<file path="src/rtl/core/tcp_pkg.sv">
// shared constants, widths and types for the two-point combined pose pipeline
// used by every module under rtl/core
package tcp_pkg;

  localparam int DATA_W    = 32;
  localparam int LIMIT_W   = 17;
  localparam logic [LIMIT_W-1:0] LIMIT_RESET = 17'd64880;
  localparam int IN_FIELDS = 12;
  localparam int IN_DATA_W = IN_FIELDS * DATA_W;
  localparam int OUT_DATA_W = 3 * DATA_W;
  localparam int OUT_USER_W = 3;

  localparam int SUM_W  = DATA_W + 1;
  localparam int NV_W   = 35;
  localparam int MAG_W  = NV_W;
  localparam int LEAD_W = 6;
  localparam int NORM_TOP = 29;
  localparam int MS_W   = NORM_TOP + 1;
  localparam int SQS_W  = 2 * MS_W;
  localparam int SQSUM_W = SQS_W + 2;
  localparam int UNIT_W = 18;
  localparam int UMAG_W = UNIT_W - 1;
  localparam int PROD_W = 2 * UNIT_W;
  localparam int DOT_W  = PROD_W + 2;

  localparam int SQRT_STEPS = 34;
  localparam int SQ_IN_W    = 2 * SQRT_STEPS;
  localparam int SQ_ROOT_W  = SQRT_STEPS;
  localparam int SQ_REM_W   = SQ_ROOT_W + 3;

  localparam int DIV_STEPS = 18;
  localparam int DIV_NUM_W = MS_W + 17;
  localparam int DIV_DEN_W = 31;
  localparam int DIV_CMP_W = DIV_DEN_W + DIV_STEPS;

  localparam int DIST_W   = SQ_ROOT_W;
  localparam int DSQ_W    = 2 * DATA_W;
  localparam int DSUM_W   = DSQ_W + 2;
  localparam int SCALE_W  = UMAG_W + DIST_W;
  localparam int RND_W    = SCALE_W + 1;
  localparam int RES_W    = RND_W - 16;

  localparam int NORM_PRE  = 5;
  localparam int NORM_LINE = SQRT_STEPS + DIV_STEPS;
  localparam int NORM_LAT  = NORM_PRE + NORM_LINE + 1;
  localparam int DIST_PAD  = NORM_LAT - 2 - SQRT_STEPS;

  typedef enum logic [1:0] {
    COL_X   = 2'd0,
    COL_Y   = 2'd1,
    COL_Z   = 2'd2,
    COL_MID = 2'd3
  } col_t;

  typedef struct packed {
    logic [2:0][DATA_W-1:0] mid;
    logic [DIST_W-1:0]      span;
    logic [2:0][UNIT_W-1:0] x;
    logic [2:0][UNIT_W-1:0] z;
    logic                   rej;
  } side_t;

endpackage

</file>
<file path="src/rtl/core/tcp_sqrt.sv">
// pipelined floor square root, one result bit per stage
// depends on tcp_pkg
module tcp_sqrt (
  input  logic                          clk,
  input  logic                          en,
  input  logic [tcp_pkg::SQ_IN_W-1:0]   rad_i,
  output logic [tcp_pkg::SQ_ROOT_W-1:0] root_o
);
  import tcp_pkg::*;

  logic [SQ_IN_W-1:0]   rad_r  [SQRT_STEPS];
  logic [SQ_REM_W-1:0]  rem_r  [SQRT_STEPS];
  logic [SQ_ROOT_W-1:0] root_r [SQRT_STEPS];

  for (genvar g = 0; g < SQRT_STEPS; g++) begin : g_step
    logic [SQ_IN_W-1:0]   rad_in;
    logic [SQ_REM_W-1:0]  rem_in;
    logic [SQ_REM_W-1:0]  sh_rem;
    logic [SQ_REM_W-1:0]  trial;
    logic [SQ_ROOT_W-1:0] root_in;
    logic                 take;

    if (g == 0) begin : g_first
      assign rad_in  = rad_i;
      assign rem_in  = '0;
      assign root_in = '0;
    end else begin : g_next
      assign rad_in  = rad_r[g-1];
      assign rem_in  = rem_r[g-1];
      assign root_in = root_r[g-1];
    end

    assign sh_rem = {rem_in[SQ_REM_W-3:0], rad_in[SQ_IN_W-1 -: 2]};
    assign trial  = SQ_REM_W'({root_in, 2'b01});
    assign take   = (sh_rem >= trial);

    always_ff @(posedge clk) begin
      if (en) begin
        rad_r[g]  <= rad_in << 2;
        rem_r[g]  <= take ? (sh_rem - trial) : sh_rem;
        root_r[g] <= {root_in[SQ_ROOT_W-2:0], take};
      end
    end
  end

  assign root_o = root_r[SQRT_STEPS-1];

endmodule

</file>
<file path="config.mk">
export PLATFORM = sky130hd
export DESIGN_NAME = tcp_sqrt
export DESIGN_NICKNAME = d
export VERILOG_FILES = /design/src/rtl/core/tcp_pkg.sv /design/src/rtl/core/tcp_sqrt.sv
export SDC_FILE = /design/constraint.sdc
export NUM_CORES = 2
export LEC_CHECK = 0
export ABC_AREA = 0
export BUFFER_PORTS_ARGS = -buffer_cell sky130_fd_sc_hd__clkbuf_2
export CORE_MARGIN = 2
export CORE_UTILIZATION = 50
export CTS_CLUSTER_DIAMETER = 200
export DETAILED_ROUTE_END_ITERATION = 6
export HOLD_SLACK_MARGIN = 0.06
export PLACE_DENSITY_LB_ADDON = 0.08
export SETUP_SLACK_MARGIN = 0.2
export SYNTH_ARGS = -nofsm -noshare
export SYNTH_HDL_FRONTEND = slang
export SYNTH_MEMORY_MAX_BITS = 65536
export SYNTH_SLANG_ARGS = --single-unit
</file>
<file path="constraint.sdc">
create_clock -name clk -period 3.5 [get_ports clk]
set_input_delay 0 -clock clk [delete_from_list [all_inputs] [get_ports clk]]
set_output_delay 0 -clock clk [all_outputs]
set_load 0.05 [all_outputs]
</file>
==> results_dict.tcl <==
set metrics [dict create \
    antenna_found_initial 7 \
    fill_cells 20577 \
    synth_edf_count 2819 \
    hold_violations 0 \
    wl_per_cell_um 19.3 \
    synth_cell_type_count 98 \
    worstHoldPathType "input port to flip-flop" \
    vias 80952 \
    cpPeakStageDelay_ns 0.44 \
    cp_max_fo 4 \
    dieArea_um2 266000 \
    path_delay_family "compound AO/OA/AOI/OAI gates" \
    cts_sinks 2819 \
    irDropWorstVdd_uv 480 \
    cellPowerDensity_nw_per_um2 652 \
    place_congestion 0.893 \
    nNetsFinal 11926 \
    port_buffers 103 \
    multi_input_area_um2 45400 \
    cts_made_buffers 303 \
    drive_above_1_share_pct 16.1 \
    synthCells 10124 \
    fin_crit_ns 3.38 \
    wirelength_mm 289 \
    cp_common_cell "a21o_1" \
    gr-usage-all-layers_pct 21.3 \
    htreeDepth 5 \
    maxCapViolCount 0 \
    first_iter_violations 5783 \
    status "complete, no violations" \
    finalPower_mw 101 \
    worst_pin_slew_ns 0.819 \
    io_pins 104 \
    postSynthAreaPerCell_um2 12.9 \
    synth.largest_area_cell "edfxtp_1" \
    final_common_cell "edfxtp_1" \
    ctsLongestPathBuffers 4 \
    r2r_cells 12 \
    clkSlewWorstSetupHoldPaths_ns 0.05 \
    grt_max_degree 130 \
    stdcell_count 14958 \
    dpl.hpwl_mm 208 \
    rows 187 \
    synthFlopType "edfxtp_1" \
    synth.area.top_cells "edfxtp_1 (65%), ha_1 (6.0%), xnor2_1 (3.2%), xor2_1 (3.1%), a21oi_1 (2.5%)" \
    seq_area_frac_synth_pct 64.6 \
    placed_cells 14099 \
    critPathSlowestCell "edfxtp_1" \
    synth_area_um2 131000 \
    die_h_um 516 \
    final_cell_mix "edfxtp_1 (2,819), inv_1 (762), nand2_1 (756)" \
    rsz0062_at_grt "true" \
    async_flop_share_pct 0 \
    cp_data_required_time_ns 4.10 \
    clk_latency_ns 0.90 \
    tritoncts "yes" \
    grt_pass1_vias 79467 \
    crit_buf_inv 1 \
    syn_nets 10825 \
    p_leak_nw 59.9 \
    worstSetupPathType "flip-flop to flip-flop" \
    hold_path_depth 2 \
    initial_core_util_pct 50.4 \
    cp_num_cells 12 \
    fmax_mhz 296 \
    period_share_pct 96.5 \
    yosys_register_bits 2819 \
    die_w_um 516 \
    ys_warn_count 0 \
    gr-total-overflow 0 \
    area_delta_synth_final_pct 18.6 \
    vias_per_cell 5.41 \
    cp-end-kind "flip-flop" \
    dr.pass1.iters 6 \
    slew_headroom_pct 45.4 \
    worstPathCellList "ha_4 > a21o_1 > a21o_1 > o31a_1 > or3_1 > a21o_1 > a221oi_2 > buf_4 > or4b_1 > nand4_1 > nor4b_2 > xor2_1" \
    grt_first_pass_wirelength_mm 447 \
    crit_arrival_ns 3.98 \
    setup_viol 0 \
    regArea_um2 84700 \
    cp-start-kind "flip-flop" \
    yosysTopAreaCellShare_pct 64.6 \
    core_area_um2 260000 \
    drc_errors 0 \
    root_buffer "clkbuf_16" \
    skew_ns 0.0543 \
    slew_violations 0 \
    detail-route-antenna-nets 0 \
]
[synth_stat cells (29+ instances only)]
cell type / n
nor4_1: 113
o21bai_1: 63
ha_1: 631
nor3_1: 259
nor3b_1: 29
clkbuf_1: 164
xnor2_1: 481
o31ai_1: 64
o21ai_0: 563
a211oi_1: 46
nand2_1: 760
nor2_1: 614
nand4_1: 99
inv_1: 774
or4_1: 48
xor2_1: 457
nand2b_1: 126
o21a_1: 94
a21oi_1: 653
a21o_1: 283
and2_1: 29
mux2_2: 83
or3_1: 113
edfxtp_1: 2819
nand3_1: 144
and3_1: 48
nor2b_1: 82
a31oi_1: 53
or2_2: 33
[through the flow]
stage	instance area, µm²	worst slack, ns	util, %	hold slack, ns	setup TNS, ns
after CTS	152000	0.139	58.7	0.223	0
final	155000	0.123	59.7	0.274	0
after global routing	155000	0.0304	59.7	0.272	0
after detailed placement	140000	-0.330	53.9	0.179	-5.02
after global placement	140000	-0.282	53.9	0.177	-4.68
after floorplan	131000	0.212	-	0.0989	0
[cells by family after synthesis]
logic type | count (synthesis) | synth area share, %
compound gates | 2077 | 9.77
xor+xnor | 938 | 6.27
fa+ha+maj | 631 | 6.03
buf+inv | 969 | 2.80
flops | 2819 | 64.6
mux | 92 | 0.783
other cells | 1 | 0.00286
simple gates | 2597 | 9.70
[worst paths after layout]
kind,start,end,slack (ns)
max,rem_r[19][3]$_DFFE_PP_,rem_r[20][27]$_DFFE_PP_,0.12
min,en,rad_r[7][44]$_DFFE_PP_,0.27
max reg2reg,rem_r[19][3]$_DFFE_PP_,rem_r[20][27]$_DFFE_PP_,0.12
min reg2reg,rad_r[13][32]$_DFFE_PP_,rad_r[14][34]$_DFFE_PP_,0.40
[report_power, final]
| group | total, mW | internal [mW] | switching [mW] | leakage [nW] |
|---|---|---|---|---|
| registers | 45.9 | 42.9 | 3.07 | 27.1 |
| clock network | 31.2 | 18.2 | 13.0 | 4.70 |
| logic | 24.1 | 10.8 | 13.3 | 28.0 |
| total | 101 | 71.9 | 29.4 | 59.9 |
[area by class of cell]
type,count,share of cell area [%]
diodes,4,0.00645
clock buffers,357,5.14
clock inverters,181,1.09
inverters,776,1.88
multi-input cells,6337,29.3
flip-flops and latches,2819,54.5
well taps,3496,2.82
repair buffers,988,5.29
[worst reg2reg max path, stage by stage, from the launching register on]
cell and delay (ns):
edfxtp_1 0.44, ha_4 0.28, a21o_1 0.15, a21o_1 0.18, o31a_1 0.32, or3_1 0.33, a21o_1 0.20, a221oi_2 0.28
buf_4 0.17, or4b_1 0.10, nand4_1 0.20, nor4b_2 0.33, xor2_1 0.11
[registers in the layout (all words and copies together), names as in the netlist]
name    count
root_r    595
rad_r    1122
rem_r    1102
[per-layer routing]
layer,vias to the layer above,GRT usage [%],share of wire [%]
li1,39637,-,-
met1,39124,30.2,46
met2,1679,34.2,46
met3,512,2.39,4.2
met4,0,6.87,3.3
met5,-,0,0
[repair_timing]
item / 4_1_cts / 5_1_grt
hold endpoints to repair: 1074 / 0
buffers inserted: 60 / 113
hold buffers: 138 / 0
endpoints found under the setup margin: 451 / 635
pin swaps: 57 / 154
cloned: 2 / 4
resized for setup: 195 / 384
No activity file was read; power rests on OpenSTA's default activity.
